[src/design/aapr_pkg.sv]
// ----------------------------------------------------------------------------
// aapr_pkg: shared types and constants of the axis-angle point rotator
// Fixed-point constants in Q30, arctangent table of the CORDIC and the
// records that travel along the pipeline.
// ----------------------------------------------------------------------------
`default_nettype none

package aapr_pkg;

    localparam int COORD_BITS   = 32;
    localparam int SQRT_BITS    = 64;
    localparam int SQRT_STEPS   = 32;
    localparam int LEN_BITS     = 32;
    localparam int QUOT_BITS    = 31;
    localparam int DIV_REM_BITS = 62;
    localparam int CORDIC_BITS  = 34;
    localparam int MAX_CORDIC   = 32;

    localparam logic [32:0] ANG_TWO_PI  = 33'd6746518852;
    localparam logic [32:0] ANG_PI      = 33'd3373259426;
    localparam logic [32:0] ANG_HALF_PI = 33'd1686629713;
    localparam logic [33:0] CORDIC_GAIN = 34'd652032874;
    localparam logic [33:0] Q30_ONE     = 34'd1073741824;

    typedef struct packed {
        logic signed [31:0] px;
        logic signed [31:0] py;
        logic signed [31:0] pz;
        logic               zero;
        logic [2:0]         sgn;
    } side_t;

    typedef struct packed {
        side_t           side;
        logic [2:0][31:0] mag;
        logic            neg;
    } p1_t;

    typedef struct packed {
        side_t       side;
        logic [31:0] len;
        logic        flip;
    } p2_t;

    function automatic logic [31:0] atan_entry(input int step);
        logic [31:0] v;
        case (step)
            0:  v = 32'h3243F6A8;
            1:  v = 32'h1DAC6705;
            2:  v = 32'h0FADBAFC;
            3:  v = 32'h07F56EA6;
            4:  v = 32'h03FEAB76;
            5:  v = 32'h01FFD55B;
            6:  v = 32'h00FFFAAA;
            7:  v = 32'h007FFF55;
            8:  v = 32'h003FFFEA;
            9:  v = 32'h001FFFFD;
            10: v = 32'h000FFFFF;
            11: v = 32'h0007FFFF;
            12: v = 32'h0003FFFF;
            13: v = 32'h0001FFFF;
            14: v = 32'h0000FFFF;
            15: v = 32'h00007FFF;
            16: v = 32'h00003FFF;
            17: v = 32'h00001FFF;
            18: v = 32'h00000FFF;
            19: v = 32'h000007FF;
            20: v = 32'h000003FF;
            21: v = 32'h000001FF;
            22: v = 32'h000000FF;
            23: v = 32'h0000007F;
            24: v = 32'h0000003F;
            25: v = 32'h0000001F;
            26: v = 32'h0000000F;
            27: v = 32'h00000008;
            28: v = 32'h00000004;
            29: v = 32'h00000002;
            30: v = 32'h00000001;
            default: v = 32'h00000000;
        endcase
        return v;
    endfunction

endpackage

`default_nettype wire

[src/design/aapr_mod_cell.sv]
// ----------------------------------------------------------------------------
// aapr_mod_cell: one step of the reduction modulo two pi
// Subtracts a shifted copy of two pi when it fits into the remainder.
// ----------------------------------------------------------------------------
`default_nettype none

module aapr_mod_cell #(
    parameter int W     = 46,
    parameter int SHIFT = 0
) (
    input  logic         clk,
    input  logic         en,
    input  logic [W-1:0] rem_in,
    output logic [W-1:0] rem_out
);
    import aapr_pkg::*;

    localparam logic [W-1:0] STEP_VAL = W'(ANG_TWO_PI) << SHIFT;

    logic [W-1:0] rem_next;
    logic [W-1:0] rem_reg;

    assign rem_next = (rem_in >= STEP_VAL) ? rem_in - STEP_VAL : rem_in;

    always_ff @(posedge clk)
    begin
        if (en)
        begin
            rem_reg <= rem_next;
        end
    end

    assign rem_out = rem_reg;

endmodule

`default_nettype wire

[config.mk]
export PLATFORM = sky130hd
export DESIGN_NAME = aapr_mod_cell
export DESIGN_NICKNAME = d
export VERILOG_FILES = /design/src/design/aapr_pkg.sv /design/src/design/aapr_mod_cell.sv
export SDC_FILE = /design/constraint.sdc
export NUM_CORES = 1
export LEC_CHECK = 0
export BUFFER_PORTS_ARGS = -buffer_cell sky130_fd_sc_hd__buf_2
export CORE_AREA = 2 2 99 101
export CTS_BUF_LIST = sky130_fd_sc_hd__clkbuf_8 sky130_fd_sc_hd__clkbuf_16
export DETAILED_ROUTE_END_ITERATION = 10
export DIE_AREA = 0 0 101 103
export PLACE_DENSITY = 0.54
export SETUP_SLACK_MARGIN = 0.05
export SLEW_MARGIN = 0
export SYNTH_ARGS = -nofsm -noshare
export SYNTH_HDL_FRONTEND = slang
export SYNTH_SLANG_ARGS = --single-unit
[constraint.sdc]
create_clock -name clk -period 3 [get_ports clk]
set_input_delay 0.15 -clock clk [delete_from_list [all_inputs] [get_ports clk]]
set_output_delay 0.15 -clock clk [all_outputs]
set_load 0.005 [all_outputs]
Yosys cells after proc, flatten, opt, wreduce, memory -nomap -nowiden
Cells that the tools add are included.
{"block": "totals", "reg_bits": 46, "input_bits": 48, "output_inout_bits": 46, "word_cells": 4}
{"block": "classes", "addsub": 1, "order_cmp": 1, "n_mux": 1}
{"operator": "$ge A46 B33 Y1 const B", "count": 1}
{"operator": "$mux W46", "count": 1}
{"operator": "$sub A46 B33 Y46 const B", "count": 1}

Longest topological paths before layout
Gate-level depths: netlist (run 1).
{"block": "depth", "word_depth": 2, "ltp_mapped": 11, "ltp_nobuf": 9}

Least setup slack after synthesis (run 1)
No wires, ideal clock.
{"block": "synth_path", "path_type": "input -> register", "from": "input rem_in[39]", "to": "register rem_reg[41] (netlist: rem_out[41]), data pin", "setup_time_ns": 0.258, "arrival_ns": 2.558, "required_time_ns": 2.742, "slack_ns": 0.184, "path_stages": 6, "path_buffers": 0, "path_cell_list": "or4_4 or3_4 or4_4 o41a_1 or4b_1 xnor2_1"}
{"block": "synth_between", "elab_chain_cells": 2, "word_cells_on_any_way": 3, "classes_between": "1 x add/sub; 1 x order compare; 1 x mux"}
{"item": "from (decl)", "line_no": "aapr_mod_cell.sv:13", "rtl": "input logic [W-1:0] rem_in,"}
{"item": "$sub A46 B33 Y46 or $ge A46 B33 Y1 (tied branches)", "line_no": "aapr_mod_cell.sv:23", "rtl": "assign rem_next = (rem_in >= STEP_VAL) ? rem_in - STEP_VAL : rem_in;"}
{"item": "$mux W46 *", "line_no": "aapr_mod_cell.sv:23"}
{"item": "net rem_next[41]", "line_no": "aapr_mod_cell.sv:20", "rtl": "logic [W-1:0] rem_next;"}
{"item": "to (signal assigned)", "line_no": "aapr_mod_cell.sv:29", "rtl": "rem_reg <= rem_next;"}
{"item": "to (decl)", "line_no": "aapr_mod_cell.sv:21", "rtl": "logic [W-1:0] rem_reg;"}
Mark *: on every way through the listed nets, which the timed path passes. The rest lies on a longest branch.
A chain may end at the register's enable or synchronous reset.

Final worst setup path (run 1)
Same ends and word-level chain as after synthesis.

==> key figures, run 1 <==
Floorplan
  • Rows: 36
  • Io pins: 94
  • Die area: 10400 µm²
  • Initial core utilization: 0.291
  • Die width: about 100 µm
  • Height of the die: 103 µm
  • Core footprint: about 9500 µm²

Clocking
  • CTS resizes: 0
  • H-tree Lvls: 2
  • Post-CTS Repair Setup Buffers: 0
  • CTS tree: built
  • Clock Sinks: 46
  • Clock buffer depth: 2
  • Clock Pin Slew Worst Setup and Hold Paths: approximately 0.090 ns
  • Root Driver: clkbuf_8
  • CTS Hold Buffers Added: 0
  • Num CTS Buffers: 5

Critical path
  • Setup CP Type: input pin to flip-flop
  • Element type at the critical path end: flip-flop
  • Crit-path max FO: 4
  • Setup crit start kind: input pin
  • WP data arrival: 2.75 ns
  • Data required time of the worst path: 3.06 ns

Pwr
  • PwrDens: 411 nW/µm²
  • Combinational power share: 0.191
  • Leak: 0.00142 µW
  • Clock Power Share: 0.256
  • Int Pwr: 1060 µW
  • Sequential power share: 0.553
  • Worst vdd rail ir drop: 139 µV
  • Sw power: 381 µW
  • Sw Share: 0.264

Final layout
  • Final nets: between 400 and 500
  • Largest register FFs: 46
  • Diodes inserted: 0
  • Layout cells sized above 1: 0.347
  • Syn-to-layout area delta: 27.7%
  • Design area: 3510 µm²

Global routing
  • Initial antenna violation count: 0
  • Number of global-route vias before repair: approximately 2300
  • Largest net degree at the start of global routing: 47
  • Total track usage: 0.141
  • GR Overflow Total: 0
  • First-pass GRT wire length: 11.4 mm

Timing
  • Final setup TNS: 0 ns
  • Fmax: 0.372 GHz
  • Final hold vios: 0
  • Worst-margin pin slew: 1.05 ns
  • Final Slew Violations: 0
  • RSZ-0062 raised after global routing: false
  • Period utilization: 0.896
  • Worst slew margin: 0.300
  • Minimum clock period: around 2.7 ns
  • Final setup vio count: 0

Route
  • Residual DRC: 0
  • First DRT Iteration DRCs: 163
  • Antenna-violating nets left: 0
  • Via total after detailed routing: 2387
  • Post-Route WL: approximately 7.4 mm
  • WL per Instance: 15.3 µm
  • Post-DR vias/cell: 4.94
  • TritonRoute pass-1 iters: 4

Yosys
  • Prevailing post-synth register cell: edfxtp_1
  • Post-synth EDFFs: 46
  • Synth Cell Area: around 2800 µm²
  • Distinct cells, synth: 46
  • Top-area cell type share of the netlist area: 0.502
  • Area leader, netlist: edfxtp_1
  • Share of synthesized area occupied by flip-flops and latches: 0.502
  • Top cells by area, synth: edfxtp_1 (50%), xnor2_1 (8.6%), xor2_1 (5.1%), nand2_1 (4.2%), nor2_1 (3.0%)
  • Cells after Synth: 262
  • Top-count cell post-synth: edfxtp_1
  • Synth Area per Inst: roughly 11 µm²
  • Async SR Flop Fraction: 0
  • Most frequent cells after synthesis: edfxtp_1 (46), nand2_1 (31), xnor2_1 (27)
  • Synth warn: 0
  • Yosys reg bits: 46
  • Syn Nets: 312

Hold path
  • Worst hold-check path type: input pin to flip-flop

Place
  • Post-detailed-placement half-perimeter wirelength: 5.75 mm
  • Number of port buffers: slightly above 90
  • Cell area after placement: between 3000 and 4000 µm²
  • Placer Congestion: 0.879

Job
  • Max-cap violation count: 0

Status
  • Status: finished, final reports clean
==> path summary, 6_finish.rpt <==
kind	slack, ns	to	cells past startpoint	from
hold / removal	0.04	rem_out[0]	1	rem_in[0]
setup / recovery	0.31	rem_out[41]	7	rem_in[39]
==> power by group through the flow <==
stage	clock [µW]	sequential, µW	combinational, µW
floorplan	0	824	106
global placement	0	815	276
detailed placement	0	814	278
CTS	386	801	279
global route	408	806	309
finish	370	799	277
==> critical path: stages <==
cell     delay, ns
buf_2         0.11
or4_4         0.53
or3_4         0.34
or4_4         0.51
o41a_1        0.46
or4b_1        0.51
xnor2_1       0.14
==> metrics by stage <==
step           hold WS [ns]  worst slack (ns)  power (µW)  std cells  utilization
6_report             0.0397             0.311        1450        483        0.372
3_5_place_dp          0.354           0.00196        1090        475        0.363
2_1_floorplan         0.249             0.184         930        262            -
5_1_grt              0.0218             0.233        1520        483        0.372
3_3_place_gp          0.358            0.0320        1090        475        0.363
4_1_cts              0.0294             0.322        1470        483        0.372
==> cell families (layout without fill, tap and decap cells) <==
| group | after synthesis | after routing | synth area share |
|---|---|---|---|
| DFF | 46 | 46 | 0.502 |
| AOI/OAI and AO/OA | 43 | 43 | 0.110 |
| xor gates and xnor gates | 43 | 43 | 0.137 |
| buffers and inverters | 16 | 123 | 0.0282 |
| adders and majority gates | 2 | 2 | 0.00909 |
| and+or+nand+nor | 112 | 112 | 0.215 |
==> layout make-up <==
| type | instances | area, µm² |
|---|---|---|
| Clock buffer | 5 | 68.8 |
| Tap cell | 114 | 143 |
| Inverter | 7 | 26.3 |
| Sequential cell | 46 | 1380 |
| Timing Repair Buffer | 108 | 578 |
| Fill cell | 994 | 5940 |
| Clock inverter | 3 | 12.5 |
| Multi-Input combinational cell | 200 | 1310 |
==> cells in the final DEF, fill, tap and decap left out, drive strengths merged, types with 2 or more instances in the layout <==
master | synthesis | routed
nand2 | 31 | 31
o41ai | 2 | 2
nor4b | 2 | 2
o21ai | 7 | 7
nor4 | 5 | 5
buf | 4 | 108
nand3 | 11 | 11
xnor2 | 27 | 27
xor2 | 16 | 16
nor4bb | 2 | 2
o41a | 2 | 2
o311ai | 2 | 2
a21oi | 12 | 12
ha | 2 | 2
or2 | 5 | 5
or4 | 2 | 2
nor2 | 22 | 22
edfxtp | 46 | 46
inv | 7 | 8
o211ai | 2 | 2
and2 | 2 | 2
clkinv | 0 | 2
a21boi | 3 | 3
o2111ai | 2 | 2
clkbuf | 5 | 5
a21o | 2 | 2
nand2b | 3 | 3
or3 | 4 | 4
nand4 | 4 | 4
nor3 | 14 | 14
a211oi | 3 | 3
a221oi | 2 | 2
==> layer usage <==
| metal | GRT usage | wire length [µm] | vias to the layer above |
|---|---|---|---|
| met5 | 0 | 0 | - |
| li1 | - | - | 1175 |
| met4 | 0.0644 | 203 | 0 |
| met1 | 0.180 | 3290 | 1133 |
| met3 | 0.0264 | 372 | 15 |
| met2 | 0.234 | 3530 | 64 |
(Power assumes the default switching activity.)
==> run 2, diff against run 1 <==
Settings changed: CORE_AREA 2 2 99 101 to 2 2 78 80, DIE_AREA 0 0 101 103 to 0 0 80 82, PLACE_DENSITY 0.54 to 0.79.
==> key figures, run 2 (same netlist as run 1, synthesis figures left out) <==
Route
  • Met2 WL: 3.36 mm
  • WL met3: 403 µm
  • First DRT Iteration DRCs: 132
  • TritonRoute pass-1 iters: 5
  • Post-Route WL: around 6.8 mm
  • Top layer in use: met4
  • Residual DRC: 0
  • WL per Instance: 15.3 µm
  • Via total after detailed routing: 2383
  • Post-DR vias/cell: 5.39
  • Antenna-violating nets left: 0
  • Post-route met1 wirelength: 2.91 mm

Clocking
  • CTS tree: built
  • Root Driver: clkbuf_8
  • H-tree Lvls: 2
  • Clock Sinks: 46
  • Num CTS Buffers: 5
  • Post-CTS Repair Setup Buffers: 0
  • Clock buffer depth: 2
  • Clock Pin Slew Worst Setup and Hold Paths: around 0.09 ns
  • CTS Hold Buffers Added: 0
  • CTS resizes: 0

Timing
  • Final setup TNS: 0 ns
  • Worst-margin pin slew: a little over 1 ns
  • Final setup vio count: 0
  • Final hold vios: 0
  • Worst slew margin: 0.321
  • Fmax: 0.369 GHz
  • Hold slack: ~0.032 ns
  • Period utilization: 0.903
  • Fin worst setup slack: a little under 0.3 ns
  • Minimum clock period: 2.71 ns
  • Final Slew Violations: 0
  • RSZ-0062 raised after global routing: false

Final layout
  • Fillers: 523
  • Commonest non-fill, non-tap cells in the layout: buf_2 (93), edfxtp_1 (46), nand2_1 (31)
  • Final core occ: 0.612
  • Non-Filler Instances: 442
  • Most common cell after layout, fill and taps aside: buf_2
  • Syn-to-layout area delta: 27.7%
  • Final nets: roughly 420
  • Diodes inserted: 0
  • Largest register FFs: 46
  • Layout cells sized above 1: 0.346

Global routing
  • First-pass GRT wire length: around 11 mm
  • Largest net degree at the start of global routing: 47
  • Number of global-route vias before repair: between 2000 and 2500
  • Initial antenna violation count: 0
  • GR Overflow Total: 0
  • Total track usage: 0.212

Hold path
  • Worst hold start: rem_in[0]
  • Worst hold-check path type: input pin to flip-flop
  • Hold path depth: 1
  • WHS Endpoint: rem_out[0]

Place
  • Post-detailed-placement half-perimeter wirelength: a little over 5 mm
  • Placer Congestion: 0.912
  • Number of port buffers: 93
  • Pre-CTS setup slack: -0.0306 ns
  • Placed Cells: 434

Critical path
  • Setup crit start kind: input pin
  • Element type at the critical path end: flip-flop
  • Setup CP Type: input pin to flip-flop
  • Crit-path max FO: 4
  • Data required time of the worst path: 3.06 ns
  • WP data arrival: 2.77 ns

Floorplan
  • Initial core utilization: 0.479
  • Height of the die: about 82 µm
  • Die area: ~6600 µm²
  • Die width: roughly 80 µm
  • Rows: 28
  • Core footprint: 5750 µm²
  • Io pins: 94

Pwr
  • Sequential power share: 0.495
  • PwrDens: 458 nW/µm²
  • Combinational power share: 0.169
  • Int Pwr: 1240 µW
  • Sw Share: 0.232
  • Worst vdd rail ir drop: 226 µV
  • Sw power: 374 µW
  • Clock Power Share: 0.335
  • Leak: 0.00143 µW

Job
  • Max-cap violation count: 0

Status
  • Status: finished, final reports clean
==> run 2: cell count changes in the layout (fill, tap and decap cells not counted) <==
cell	previous run	this run
buf_12	0	1
inv_1	8	7
clkinv_2	1	0
bufinv_16	0	2
buf_4	15	12
==> run 2: worst max-delay path by stage <==
stage                     startpoint     endpoint  slack, ns  cells after the start
after global routing       rem_in[2]  rem_out[38]       0.21                     11
after CTS                 rem_in[39]  rem_out[41]       0.30                      7
after detailed placement  rem_in[39]  rem_out[41]      -0.03                      7
after global placement    rem_in[39]  rem_out[41]     0.0006                      7
final                     rem_in[39]  rem_out[41]       0.29                      7
after floorplan           rem_in[39]  rem_out[41]       0.18                      6
==> run 2: stage by stage <==
stage / area, µm² / power (µW)
after global placement: 3380 / 1080
after floorplan: 2750 / 930
after CTS: 3510 / 1620
after global routing: 3510 / 1680
final: 3510 / 1610
after detailed placement: 3380 / 1080
==> run 2: critical path, cell delays in order <==
cell and delay (ns):
buf_2 0.10, or4_4 0.53, or3_4 0.34, or4_4 0.50
o41a_1 0.50, or4b_1 0.51, xnor2_1 0.14
==> run 2: power by group through the flow <==
stage,clock (µW),combinational [µW],sequential [µW]
6_report,540,273,798
5_1_grt,577,302,803
4_1_cts,552,273,799
3_5_place_dp,0,272,812
3_3_place_gp,0,266,812
2_1_floorplan,0,106,824
==> run 2: area by class of cell <==
class                   instances  area, µm²  area share
well taps                      75       93.8      0.0267
clock inverters                 3       63.8      0.0182
flip-flops and latches         46       1380       0.393
multi-input cells             200       1310       0.371
inverters                       7       26.3     0.00748
repair buffers                106        576       0.164
clock buffers                   5       68.8      0.0196
==> run 2: per-layer routing <==
layer	up-vias	global-route usage
met2	82	0.350
met4	0	0.0831
met3	9	0.0352
met1	1120	0.280
li1	1172	-
met5	-	0
==> run 3, diff against run 2 <==
Settings changed: ABC_CLOCK_PERIOD_IN_PS set to 3000, RECOVER_POWER set to 25.
==> key figures, run 3 (same netlist as run 1, synthesis figures left out) <==
Pwr
  • Clock Power Share: 0.336
  • Tot Pwr: 1610 µW
  • Worst vdd rail ir drop: roughly 220 µV
  • Int Pwr: 1230 µW
  • Sw Share: 0.234
  • Sw power: ~380 µW
  • Sequential power share: 0.497
  • Leak: 0.00139 µW
  • PwrDens: approximately 460 nW/µm²
  • Combinational power share: 0.167

Route
  • Post-Route WL: 6.82 mm
  • Antenna-violating nets left: 0
  • WL per Instance: 15.4 µm
  • TritonRoute pass-1 iters: 4
  • Residual DRC: 0
  • Via total after detailed routing: 2381
  • First DRT Iteration DRCs: 120
  • Post-DR vias/cell: ~5.4

Job
  • Max-cap violation count: 0

Critical path
  • Setup CP Type: input pin to flip-flop
  • CP endpoint: rem_out[38]
  • Setup crit start kind: input pin
  • Largest stage delay, worst path: ~0.53 ns
  • WP data arrival: between 2 and 3 ns
  • Crit-path max FO: 14
  • Crit path from: rem_in[39]
  • CP max stage cell: or4_4
  • CP most frequent cell: or4_4
  • Element type at the critical path end: flip-flop
  • Data required time of the worst path: approximately 3.1 ns
  • Critical path cell sequence: buf_2 > or4_4 > or3_4 > or4_4 > o41a_1 > buf_12 > a211oi_1 > xor2_1

Place
  • Placed Cells: around 430
  • Number of port buffers: 93
  • Post-detailed-placement half-perimeter wirelength: 5.19 mm
  • Placer Congestion: 0.912

Floorplan
  • Height of the die: approximately 80 µm
  • Io pins: between 90 and 100
  • Initial core utilization: 0.479
  • Die area: 6560 µm²
  • Die width: 80 µm
  • Rows: 28
  • Core footprint: 5750 µm²

Final layout
  • Non-Filler Instances: 442
  • Reg area: 1380 µm²
  • Fillers: 531
  • Commonest non-fill, non-tap cells in the layout: buf_2 (78), edfxtp_1 (46), nand2_1 (31)
  • Layout cells sized above 1: 0.305
  • Final nets: 416
  • Most common cell after layout, fill and taps aside: buf_2
  • Syn-to-layout area delta: 27.0%
  • Diodes inserted: 0
  • Largest register FFs: between 40 and 50
  • Final core occ: 0.608
  • Area of the multi-input gates: about 1300 µm²

Timing
  • Worst slew margin: 0.312
  • Final Slew Violations: 0
  • Final hold vios: 0
  • Worst-margin pin slew: 1.03 ns
  • Fmax: 0.369 GHz
  • Period utilization: 0.904
  • Final setup vio count: 0
  • RSZ-0062 raised after global routing: false
  • Minimum clock period: 2.71 ns

Clocking
  • Clock Sinks: 46
  • CTS Hold Buffers Added: 0
  • CTS resizes: 0
  • CTS tree: built
  • Clock buffer depth: 2
  • Root Driver: clkbuf_8
  • Num CTS Buffers: 5
  • Post-CTS Repair Setup Buffers: 0
  • H-tree Lvls: 2
  • Clock Pin Slew Worst Setup and Hold Paths: ~0.09 ns

Hold path
  • Worst hold-check path type: input pin to flip-flop
  • Hold path depth: 1

Global routing
  • GR Overflow Total: 0
  • Largest net degree at the start of global routing: 47
  • Total track usage: 0.212
  • First-pass GRT wire length: 10.7 mm
  • Number of global-route vias before repair: 2292
  • Initial antenna violation count: 0

Status
  • Status: finished, final reports clean
run 3: area by class of cell:
class | count | share of cell area
repair buffers | 106 | 0.159
well taps | 75 | 0.0268
multi-input cells | 200 | 0.373
clock inverters | 3 | 0.0183
inverters | 7 | 0.00752
clock buffers | 5 | 0.0197
flip-flops and latches | 46 | 0.395
run 3: metrics by stage:
step	hold WS [ns]	TNS, ns	area [µm²]	setup WS, ns
after floorplan	0.249	0	2750	0.184
after global placement	0.344	0	3380	0.000587
after detailed placement	0.344	-0.0758	3380	-0.0306
after CTS	0.0252	0	3510	0.299
after global routing	0.0245	0	3500	0.210
final	0.0319	0	3500	0.288
run 3: routing by layer:
| metal | GRT usage | share of wire | vias to the layer above |
|---|---|---|---|
| met5 | 0 | 0 | - |
| met4 | 0.0831 | 0.016 | 0 |
| met3 | 0.0352 | 0.060 | 9 |
| met2 | 0.350 | 0.49 | 86 |
| met1 | 0.280 | 0.44 | 1118 |
| li1 | - | - | 1168 |
run 3: worst min-delay path by stage:
stage,to,slack (ns),start
2_1_floorplan,rem_out[0],0.25,rem_in[0]
3_3_place_gp,rem_out[0],0.34,rem_in[0]
3_5_place_dp,rem_out[0],0.34,rem_in[0]
4_1_cts,rem_out[0],0.03,rem_in[0]
5_1_grt,rem_out[0],0.02,rem_in[0]
6_report,rem_out[0],0.03,rem_in[0]
run 3: power by group through the flow:
stage               Combinational [µW]  Clock, µW  Sequential, µW
finish                             268        540             798
global route                       297        577             804
CTS                                273        552             799
detailed placement                 272          0             812
global placement                   266          0             812
floorplan                          106          0             824
run 3: critical path, delay by kind of cell:
kind | cells | cell delay [ns]
XOR/XNOR | 1 | 0.12
AND/OR/NAND/NOR | 3 | 1.37
buffers and inverters | 2 | 0.29
AO/OA/AOI/OAI | 2 | 0.83
